## src/design/fcms_pkg.sv

```systemverilog
// fcms_pkg: shared types and constants for the forest cell markov step core
// stand codes and configuration register indexes; no dependencies
package fcms_pkg;

  localparam int unsigned NumRates = 8;
  localparam int unsigned CfgIdxW  = 4;
  localparam int unsigned NumStand = 4;

  typedef enum logic [1:0] {
    StandDec = 2'd0,
    StandCon = 2'd1,
    StandTrn = 2'd2,
    StandMix = 2'd3
  } stand_e;

  typedef enum logic [CfgIdxW-1:0] {
    RegMixFromDec = 4'd0,
    RegMixFromCon = 4'd1,
    RegMixToCon   = 4'd2,
    RegMixToDec   = 4'd3,
    RegRegenDec   = 4'd4,
    RegRegenCon   = 4'd5,
    RegRegenMix   = 4'd6,
    RegDisturb    = 4'd7
  } cfg_reg_e;

endpackage

```

## src/design/fcms_cfg.sv

```systemverilog
// fcms_cfg: the eight rate registers behind the configuration write port
// depends on fcms_pkg for register indexes
module fcms_cfg import fcms_pkg::*; #(
  parameter int unsigned FRAC_BITS = 16
) (
  input  logic                                   clk_i,
  input  logic                                   rst_ni,
  input  logic                                   cfg_valid_i,
  output logic                                   cfg_ready_o,
  input  logic [CfgIdxW-1:0]                     cfg_index_i,
  input  logic [FRAC_BITS-1:0]                   cfg_data_i,
  output logic [NumRates-1:0][FRAC_BITS-1:0]     rates_o
);

  localparam logic [63:0] One = 64'd1 << FRAC_BITS;
  localparam logic [FRAC_BITS-1:0] RstHalf    = FRAC_BITS'(One >> 1);
  localparam logic [FRAC_BITS-1:0] RstQuarter = FRAC_BITS'(One >> 2);
  localparam logic [FRAC_BITS-1:0] RstFifth   = FRAC_BITS'((One * 64'd2 + 64'd5) / 64'd10);
  localparam logic [FRAC_BITS-1:0] RstTenth   = FRAC_BITS'((One + 64'd5) / 64'd10);

  logic [NumRates-1:0][FRAC_BITS-1:0] rates_q, rates_d;

  assign cfg_ready_o = 1'b1;

  always_comb begin
    rates_d = rates_q;
    if (cfg_valid_i && cfg_ready_o) begin
      unique case (cfg_index_i)
        RegMixFromDec: rates_d[RegMixFromDec] = cfg_data_i;
        RegMixFromCon: rates_d[RegMixFromCon] = cfg_data_i;
        RegMixToCon:   rates_d[RegMixToCon]   = cfg_data_i;
        RegMixToDec:   rates_d[RegMixToDec]   = cfg_data_i;
        RegRegenDec:   rates_d[RegRegenDec]   = cfg_data_i;
        RegRegenCon:   rates_d[RegRegenCon]   = cfg_data_i;
        RegRegenMix:   rates_d[RegRegenMix]   = cfg_data_i;
        RegDisturb:    rates_d[RegDisturb]    = cfg_data_i;
        default:       rates_d = rates_q;
      endcase
    end
  end

  always_ff @(posedge clk_i or negedge rst_ni) begin
    if (!rst_ni) begin
      rates_q[RegMixFromDec] <= RstHalf;
      rates_q[RegMixFromCon] <= RstHalf;
      rates_q[RegMixToCon]   <= RstQuarter;
      rates_q[RegMixToDec]   <= RstQuarter;
      rates_q[RegRegenDec]   <= RstFifth;
      rates_q[RegRegenCon]   <= RstFifth;
      rates_q[RegRegenMix]   <= RstFifth;
      rates_q[RegDisturb]    <= RstTenth;
    end else begin
      rates_q <= rates_d;
    end
  end

  assign rates_o = rates_q;

endmodule

```

## src/design/fcms_prob.sv

```systemverilog
// fcms_prob: forms the four transition probabilities from the current stand
// depends on fcms_pkg for stand codes and register indexes
module fcms_prob import fcms_pkg::*; #(
  parameter int unsigned FRAC_BITS = 16
) (
  input  stand_e                                 stand_i,
  input  logic [NumRates-1:0][FRAC_BITS-1:0]     rates_i,
  input  logic [FRAC_BITS-1:0]                   share_deciduous_i,
  input  logic [FRAC_BITS-1:0]                   share_coniferous_i,
  input  logic [FRAC_BITS-1:0]                   share_mixed_i,
  output logic [NumStand-1:0][FRAC_BITS:0]       prob_o
);

  localparam int unsigned PW = FRAC_BITS + 1;
  localparam int unsigned UW = FRAC_BITS + 2;
  localparam int unsigned MW = 2 * FRAC_BITS + 1;
  localparam logic [PW-1:0] One = PW'(1) << FRAC_BITS;

  logic [FRAC_BITS-1:0] col_rate;
  logic [PW-1:0]        col_sum;
  logic [MW-1:0]        col_prod;
  logic [PW-1:0]        col_scaled;
  logic [PW-1:0]        col_prob;
  logic [UW-1:0]        used;
  logic [PW-1:0]        rest;

  // one shared multiplier: only the two pure stands colonize
  always_comb begin
    if (stand_i == StandCon) begin
      col_rate = rates_i[RegMixFromCon];
      col_sum  = {1'b0, share_mixed_i} + {1'b0, share_deciduous_i};
    end else begin
      col_rate = rates_i[RegMixFromDec];
      col_sum  = {1'b0, share_coniferous_i} + {1'b0, share_mixed_i};
    end
    col_prod   = MW'(col_rate) * MW'(col_sum);
    col_scaled = col_prod[MW-1:FRAC_BITS];
    col_prob   = (col_scaled > One) ? One : col_scaled;
  end

  always_comb begin
    unique case (stand_i)
      StandDec, StandCon: used = UW'({1'b0, rates_i[RegDisturb]}) + UW'(col_prob);
      StandTrn: used = UW'(rates_i[RegRegenDec]) + UW'(rates_i[RegRegenCon])
                       + UW'(rates_i[RegRegenMix]);
      default:  used = UW'(rates_i[RegMixToDec]) + UW'(rates_i[RegMixToCon])
                       + UW'(rates_i[RegDisturb]);
    endcase
    // complement floored at zero
    rest = (used >= UW'(One)) ? '0 : PW'(UW'(One) - used);
  end

  always_comb begin
    unique case (stand_i)
      StandDec: begin
        prob_o[StandDec] = rest;
        prob_o[StandCon] = '0;
        prob_o[StandTrn] = PW'(rates_i[RegDisturb]);
        prob_o[StandMix] = col_prob;
      end
      StandCon: begin
        prob_o[StandDec] = '0;
        prob_o[StandCon] = rest;
        prob_o[StandTrn] = PW'(rates_i[RegDisturb]);
        prob_o[StandMix] = col_prob;
      end
      StandTrn: begin
        prob_o[StandDec] = PW'(rates_i[RegRegenDec]);
        prob_o[StandCon] = PW'(rates_i[RegRegenCon]);
        prob_o[StandTrn] = rest;
        prob_o[StandMix] = PW'(rates_i[RegRegenMix]);
      end
      default: begin
        prob_o[StandDec] = PW'(rates_i[RegMixToDec]);
        prob_o[StandCon] = PW'(rates_i[RegMixToCon]);
        prob_o[StandTrn] = PW'(rates_i[RegDisturb]);
        prob_o[StandMix] = rest;
      end
    endcase
  end

endmodule

```

## src/design/fcms_select.sv

```systemverilog
// fcms_select: walks the cumulative probabilities against the random value
// depends on fcms_pkg for stand codes
module fcms_select import fcms_pkg::*; #(
  parameter int unsigned FRAC_BITS = 16
) (
  input  logic [FRAC_BITS-1:0]                   random_fraction_i,
  input  logic [NumStand-1:0][FRAC_BITS:0]       prob_i,
  output stand_e                                 next_o
);

  localparam int unsigned AW = FRAC_BITS + 3;

  logic [AW-1:0] acc_dec, acc_con, acc_trn, acc_mix;
  logic [AW-1:0] rnd;

  always_comb begin
    rnd     = AW'(random_fraction_i);
    acc_dec = AW'(prob_i[StandDec]);
    acc_con = acc_dec + AW'(prob_i[StandCon]);
    acc_trn = acc_con + AW'(prob_i[StandTrn]);
    acc_mix = acc_trn + AW'(prob_i[StandMix]);
    // no running sum above the random value falls back to mixed
    priority if (rnd < acc_dec) begin
      next_o = StandDec;
    end else if (rnd < acc_con) begin
      next_o = StandCon;
    end else if (rnd < acc_trn) begin
      next_o = StandTrn;
    end else if (rnd < acc_mix) begin
      next_o = StandMix;
    end else begin
      next_o = StandMix;
    end
  end

endmodule

```

## src/design/forest_cell_markov_step_core.sv

```systemverilog
// forest_cell_markov_step_core: top level of one cell's forest stand markov chain
// depends on fcms_pkg, fcms_cfg, fcms_prob and fcms_select
//
//   channel | direction | handshake              | payload
//   --------+-----------+------------------------+---------------------------------------
//   in      | to core   | in_valid_i / in_stall_o | random_fraction, share_* (FRAC_BITS)
//   out     | from core | out_valid_o/out_stall_i | next_stand (2 bits)
//   cfg     | to core   | cfg_valid_i/cfg_ready_o | cfg_index_i (4 bits), cfg_data_i
//
// one request per cycle sustained while the result drains; a request passes an input
// register, then probability and selection logic (one multiplier) into the result register.
// the stored stand updates as an item moves into the result register, so the next item sees it.
// reset: stand is deciduous, rates take their defaults, both registers empty.
// in_stall_o rises only while the input register holds a request and the result cannot drain.
module forest_cell_markov_step_core import fcms_pkg::*; #(
  parameter int unsigned FRAC_BITS = 16
) (
  input  logic                 clk_i,
  input  logic                 rst_ni,
  input  logic                 in_valid_i,
  output logic                 in_stall_o,
  input  logic [FRAC_BITS-1:0] random_fraction_i,
  input  logic [FRAC_BITS-1:0] share_deciduous_i,
  input  logic [FRAC_BITS-1:0] share_coniferous_i,
  input  logic [FRAC_BITS-1:0] share_mixed_i,
  output logic                 out_valid_o,
  input  logic                 out_stall_i,
  output logic [1:0]           next_stand_o,
  input  logic                 cfg_valid_i,
  output logic                 cfg_ready_o,
  input  logic [CfgIdxW-1:0]   cfg_index_i,
  input  logic [FRAC_BITS-1:0] cfg_data_i
);

  localparam int unsigned AW = FRAC_BITS + 3;

  logic [NumRates-1:0][FRAC_BITS-1:0] rates;
  logic [NumStand-1:0][FRAC_BITS:0]   prob;
  stand_e                             next_stand;

  logic                 s1_valid_q, s1_valid_d;
  logic [FRAC_BITS-1:0] s1_rand_q, s1_sd_q, s1_sc_q, s1_sm_q;
  stand_e               stand_q, stand_d;
  logic                 out_valid_q, out_valid_d;
  stand_e               out_stand_q;
  logic                 advance;
  logic                 in_take;
  logic [AW-1:0]        prob_total;

  fcms_cfg #(.FRAC_BITS(FRAC_BITS)) u_cfg (
    .clk_i       (clk_i),
    .rst_ni      (rst_ni),
    .cfg_valid_i (cfg_valid_i),
    .cfg_ready_o (cfg_ready_o),
    .cfg_index_i (cfg_index_i),
    .cfg_data_i  (cfg_data_i),
    .rates_o     (rates)
  );

  fcms_prob #(.FRAC_BITS(FRAC_BITS)) u_prob (
    .stand_i            (stand_q),
    .rates_i            (rates),
    .share_deciduous_i  (s1_sd_q),
    .share_coniferous_i (s1_sc_q),
    .share_mixed_i      (s1_sm_q),
    .prob_o             (prob)
  );

  fcms_select #(.FRAC_BITS(FRAC_BITS)) u_select (
    .random_fraction_i (s1_rand_q),
    .prob_i            (prob),
    .next_o            (next_stand)
  );

  // result register frees up when empty or being taken this cycle
  assign advance    = s1_valid_q && (!out_valid_q || !out_stall_i);
  assign in_stall_o = s1_valid_q && !advance;
  assign in_take    = in_valid_i && !in_stall_o;

  always_comb begin
    s1_valid_d  = in_take || (s1_valid_q && !advance);
    out_valid_d = advance || (out_valid_q && out_stall_i);
    stand_d     = advance ? next_stand : stand_q;
  end

  always_ff @(posedge clk_i or negedge rst_ni) begin
    if (!rst_ni) begin
      s1_valid_q  <= 1'b0;
      out_valid_q <= 1'b0;
      stand_q     <= StandDec;
    end else begin
      s1_valid_q  <= s1_valid_d;
      out_valid_q <= out_valid_d;
      stand_q     <= stand_d;
    end
  end

  always_ff @(posedge clk_i) begin
    if (in_take) begin
      s1_rand_q <= random_fraction_i;
      s1_sd_q   <= share_deciduous_i;
      s1_sc_q   <= share_coniferous_i;
      s1_sm_q   <= share_mixed_i;
    end
    if (advance) begin
      out_stand_q <= next_stand;
    end
  end

  assign out_valid_o  = out_valid_q;
  assign next_stand_o = out_stand_q;

  assign prob_total = AW'(prob[StandDec]) + AW'(prob[StandCon])
                    + AW'(prob[StandTrn]) + AW'(prob[StandMix]);

  // the held result always matches the stored stand
  a_out_matches_state: assert property (@(posedge clk_i) disable iff (!rst_ni)
    out_valid_q |-> (out_stand_q == stand_q))
    else $error("result differs from stored stand");

  // stand only changes when a request moves into the result register
  a_state_moves_with_item: assert property (@(posedge clk_i) disable iff (!rst_ni)
    !advance |=> $stable(stand_q))
    else $error("stand changed without a request");

  // probabilities always cover the whole unit interval, so a real state is picked
  a_prob_covers_one: assert property (@(posedge clk_i) disable iff (!rst_ni)
    s1_valid_q |-> (prob_total >= (AW'(1) << FRAC_BITS)))
    else $error("transition probabilities sum below one");

  // a request waiting in the input register is never dropped
  a_input_held: assert property (@(posedge clk_i) disable iff (!rst_ni)
    (s1_valid_q && !advance) |=> (s1_valid_q && $stable(s1_rand_q)))
    else $error("pending request lost");

endmodule

```

## config.mk

```make
export PLATFORM = sky130hd
export DESIGN_NAME = forest_cell_markov_step_core
export DESIGN_NICKNAME = d
export VERILOG_FILES = /design/src/design/fcms_pkg.sv /design/src/design/fcms_cfg.sv /design/src/design/fcms_prob.sv /design/src/design/fcms_select.sv /design/src/design/forest_cell_markov_step_core.sv
export SDC_FILE = /design/constraint.sdc
export NUM_CORES = 1
export LEC_CHECK = 0
export ABC_AREA = 0
export ABC_CLOCK_PERIOD_IN_PS = 24800
export BUFFER_PORTS_ARGS = -buffer_cell sky130_fd_sc_hd__buf_2
export CAP_MARGIN = 10
export CORE_UTILIZATION = 65
export DETAILED_ROUTE_END_ITERATION = 16
export PLACE_DENSITY_LB_ADDON = 0.3
export SLEW_MARGIN = 5
export SYNTH_ARGS = -nofsm -noshare
export SYNTH_HDL_FRONTEND = slang
export SYNTH_HIERARCHICAL = 1
export SYNTH_SLANG_ARGS = --single-unit
```

## constraint.sdc

```tcl
create_clock -name clk_i -period 24.8 [get_ports clk_i]
set_input_delay 7.44 -clock clk_i [delete_from_list [all_inputs] [get_ports clk_i]]
set_output_delay 7.44 -clock clk_i [all_outputs]
set_load 0.05 [all_outputs]
```

== Word level (Yosys, flattened, before mapping) ==
Index checks and enable logic that the tools add are counted.
Word-level totals
  output and inout bits: 5
  word-level logic and storage cells: 72
  bits in registers: 198
  bits of input ports: 89
Operators by class
  add/sub/neg operators: 10
  equal/unequal tests: 9
  mux-type cells: 9
  order comparisons: 5
  reductions and logical operators: 22
  multiply operators: 1
Operators by type and width (count)
  51-bit case mux with 3 select lines: 1
  16-bit by 16-bit adder with 17-bit output: 4
  17-bit 2-to-1 mux: 3
  18-bit case mux with 2 select lines: 1
  16-bit by 17-bit multiplier with 33-bit output: 1
  18-bit by 17-bit adder with 19-bit output: 1
  16-bit by 19-bit < comparator with 1-bit output: 1
  16-bit by 17-bit adder with 18-bit output: 1
  17-bit by 16-bit adder with 18-bit output: 1
  17-bit by 17-bit adder with 18-bit output: 1
  18-bit by 16-bit adder with 18-bit output: 1
  18-bit by 17-bit >= comparator with 1-bit output (second input constant): 1
  16-bit by 18-bit < comparator with 1-bit output: 1
  17-bit greater-than comparator (second input constant): 1
  16-bit by 17-bit < comparator with 1-bit output: 1
  17-bit subtractor (first input constant): 1
  4-bit by 3-bit equality test with 1-bit output (second input constant): 4
  16-bit 2-to-1 mux: 1
  2-bit AND reduction: 8
  4-bit by 2-bit equality test with 1-bit output (second input constant): 2
  4-bit by 1-bit equality test with 1-bit output (second input constant): 1
  1-bit logical AND: 4
  1-bit zero test: 4
  4-bit zero test: 1
  7 further kinds: 10

== Depth between registers and ports, before layout ==
  depth in word-level cells: 16
  mapped depth: 87

== Hierarchy ==
The synthesis kept the hierarchy.
Modules (own cells, without submodules)
  fcms_prob: area each 15018.2 um^2, sequential area each 0.0 um^2, times used 1, cells each 1925
  fcms_cfg: area each 4949.7 um^2, sequential area each 3246.9 um^2, times used 1, cells each 282
  fcms_select: area each 2688.8 um^2, sequential area each 0.0 um^2, times used 1, cells each 355
  forest_cell_markov_step_core: area each 2160.8 um^2, sequential area each 2082.0 um^2, times used 1, cells each 78

== Worst setup path before layout ==
No wires, ideal clock.
  kind: reg-to-reg
  from: register stand_q[0]
  to: register stand_q[0]
  setup slack: 7189 ps
  arrival time: 17547 ps
  required time: 24736 ps
  clock period less this slack: 17611 ps
  cell stages (with the launch flop): 85
  path through: dfrtp_1 -> buf_6 -> nor2b_1 -> buf_2 -> buf_1 -> buf_1 -> clkbuf_1 -> nand2_1 -> nand2_1 -> ha_1 -> inv_1 -> fa_1 -> nor2b_1 -> o21ai_0 -> a21boi_0 -> o21ai_0 -> a21boi_1 -> o21ai_0 -> [49 not listed] -> a21oi_1 -> xnor2_1 -> ha_1 -> a21o_1 -> a21o_1 -> a21o_1 -> nor3_1 -> nor2b_1 -> o21ai_0 -> nand2b_1 -> xnor2_1 -> ha_1 -> nand2_1 -> o21ai_0 -> a21oi_1 -> or4_1 -> o22ai_1 -> mux2_4
RTL lines
  from (decl): line forest_cell_markov_step_core.sv:43  | stand_e stand_q, stand_d;
  from (signal assigned): line forest_cell_markov_step_core.sv:90  | stand_q <= StandDec;
  from (signal assigned): line forest_cell_markov_step_core.sv:94  | stand_q <= stand_d;

==> results.cfg <==
[min_path]
worstHoldStart = s1_valid_q
hold_class = reg2reg

[layout]
area_growth_syn_to_layout_pct = 6.19
drive_above_1_share = 0.143
finalInstanceArea_mm2 = 0.0260
nNetsFinal = 3225

[sta]
finalHoldViolations = 0
post-route-min-period_ns = 19.92
worst_pin_slew_ns = 1.20
tns_ns = 0
relSlewSlack = 0.199
slew_viol_final = 0
setup_viol = 0
clock_skew_ns = 0.0126
max_freq_mhz = 50.2
rsz0062_at_grt = no
period_share = 0.803

[critical_path]
path_common_cell = fa_1
crit_required_ns = 25.19
r2r-start = stand_q[0]
cp_slowest_cell = xnor2_1
critPathKind = reg2reg
path_delay_family = compound AO/OA/AOI/OAI gates
reg2regPathDepth = 77
start_kind = flip-flop
endpoint = stand_q[0]
worst-endpoint-arrival_ns = 20.31
worstPathBufferInverterCount = 7
r2r_end = stand_q[0]
rrSetupSlack_ns = 4.88
cp_max_fo = 63
slowest_delay_ns = 0.87
cp.depth = 77
crit_path_end_kind = flip-flop
crit_start = stand_q[0]

[grt]
track_usage = 0.392
grt_max_degree = 92
grt-ovfl-total = 0
grt_pass1_vias = 21033
antenna_found_initial = 3
grt_pass1_wl_mm = 114

[cts]
cts_tree = built
cts.sinks = 198
clock_latency_ns = 0.45
cts_setup_buffers = 0
htree_levels = 4
clk_pin_slew_ns = 0.08
cts_root_buf = clkbuf_16
cts.repair.resized = 0
cts_hold_buf = 0
cts_buffers = 17
cts_buffer_depth = 2

[detailed_routing]
final_antenna_net_count = 0
wl_per_cell_um = 23.0
drc = 0
drtIter0Drc = 1763
totalWireLength_mm = 72.9
vias_per_cell = 6.38
num_vias = 20167
first_pass_iters = 5

[die]
start_util = 0.665
die_y_um = 196
core_mm2 = 0.0369
dieArea_mm2 = 0.0385
ioPinCount = 94
rows = 70
fp.dieW_um = 196

[synth]
synth_area_mm2 = 0.0245
synth_nets = 3178
syn_inst = 2595
yosysWarningCount = 6
syn_avg_cell_area_um2 = 9.45

[outcome]
status = completed

[place]
io_buffers = 92
gp_congestion = 1.03
hpwl_mm = 56.9
dpl-instance-area_mm2 = 0.0254

[job]
cap_violations = 0
-- flip-flops by register name (all words and copies together), names as in the netlist --
name and cells:
s1_rand_q 16, s1_valid_q 1, s1_sm_q 16, s1_sc_q 16, next_stand_o 2, stand_q 2
out_valid_o 1, u_cfg/rates_o 128, s1_sd_q 16
-- worst min-delay path by stage --
stage                     cells past startpoint     endpoint  slack [ns]
after global placement                        1  out_valid_o        0.46
final                                         1  out_valid_o        0.49
after global routing                          1  out_valid_o        0.51
after CTS                                     1  out_valid_o        0.50
after floorplan                               1  out_valid_o        0.46
after detailed placement                      1  out_valid_o        0.48
-- per-layer routing --
layer	track usage	share of wire	vias to the layer above
met3	0.0640	0.074	366
met4	0.309	0.089	2
met1	0.439	0.36	9904
met2	0.669	0.48	994
li1	-	-	8901
met5	0	0.000096	-
-- metrics by stage --
step | setup slack, ns | utilization | std cells | hold WS, ns
final | 4.88 | 0.706 | 3162 | 0.490
after global routing | 3.50 | 0.706 | 3160 | 0.506
after CTS | 5.11 | 0.706 | 3159 | 0.495
after detailed placement | 5.15 | 0.689 | 3127 | 0.479
after global placement | 5.75 | 0.689 | 3127 | 0.463
after floorplan | 7.26 | - | 2595 | 0.456
-- placed cells by master, fill, tap and decap left out, types with 7 or more instances in the layout --
cell type and count:
nand2_1 353, inv_1 306, ha_1 249, fa_1 245
nor2_1 183, mux2_2 136, a21oi_1 104, dfrtp_1 96
buf_2 91, edfxtp_1 66, o21ai_0 61, xnor2_1 60
xor2_1 46, mux2i_1 44, a21o_1 41, dfstp_2 35
nor3_1 35, nand3_1 32, nand2b_1 30, buf_4 30
nor2b_1 26, o21ai_1 22, and2_1 22, a211oi_1 21
clkbuf_16 17, nand4_1 17, o22ai_1 16, o211ai_1 14
o21bai_1 14, o21a_1 13, o31ai_1 13, a31oi_1 13
a311oi_1 12, o31a_1 11, or3_1 10, and3_1 10
inv_8 7, or2_2 7
-- layout make-up --
cell class,count,area (um^2)
diodes,3,7.51
repair buffers,122,692
fillers,2862,10800
well taps,504,631
inverters,306,1150
multi-input cells,1997,17600
clock inverters,15,191
flip-flops and latches,198,5330
clock buffers,17,425
Power is left out: the tool's default activity adds up to more than one toggle a clock period on the data nets, which glitch-free logic cannot reach.
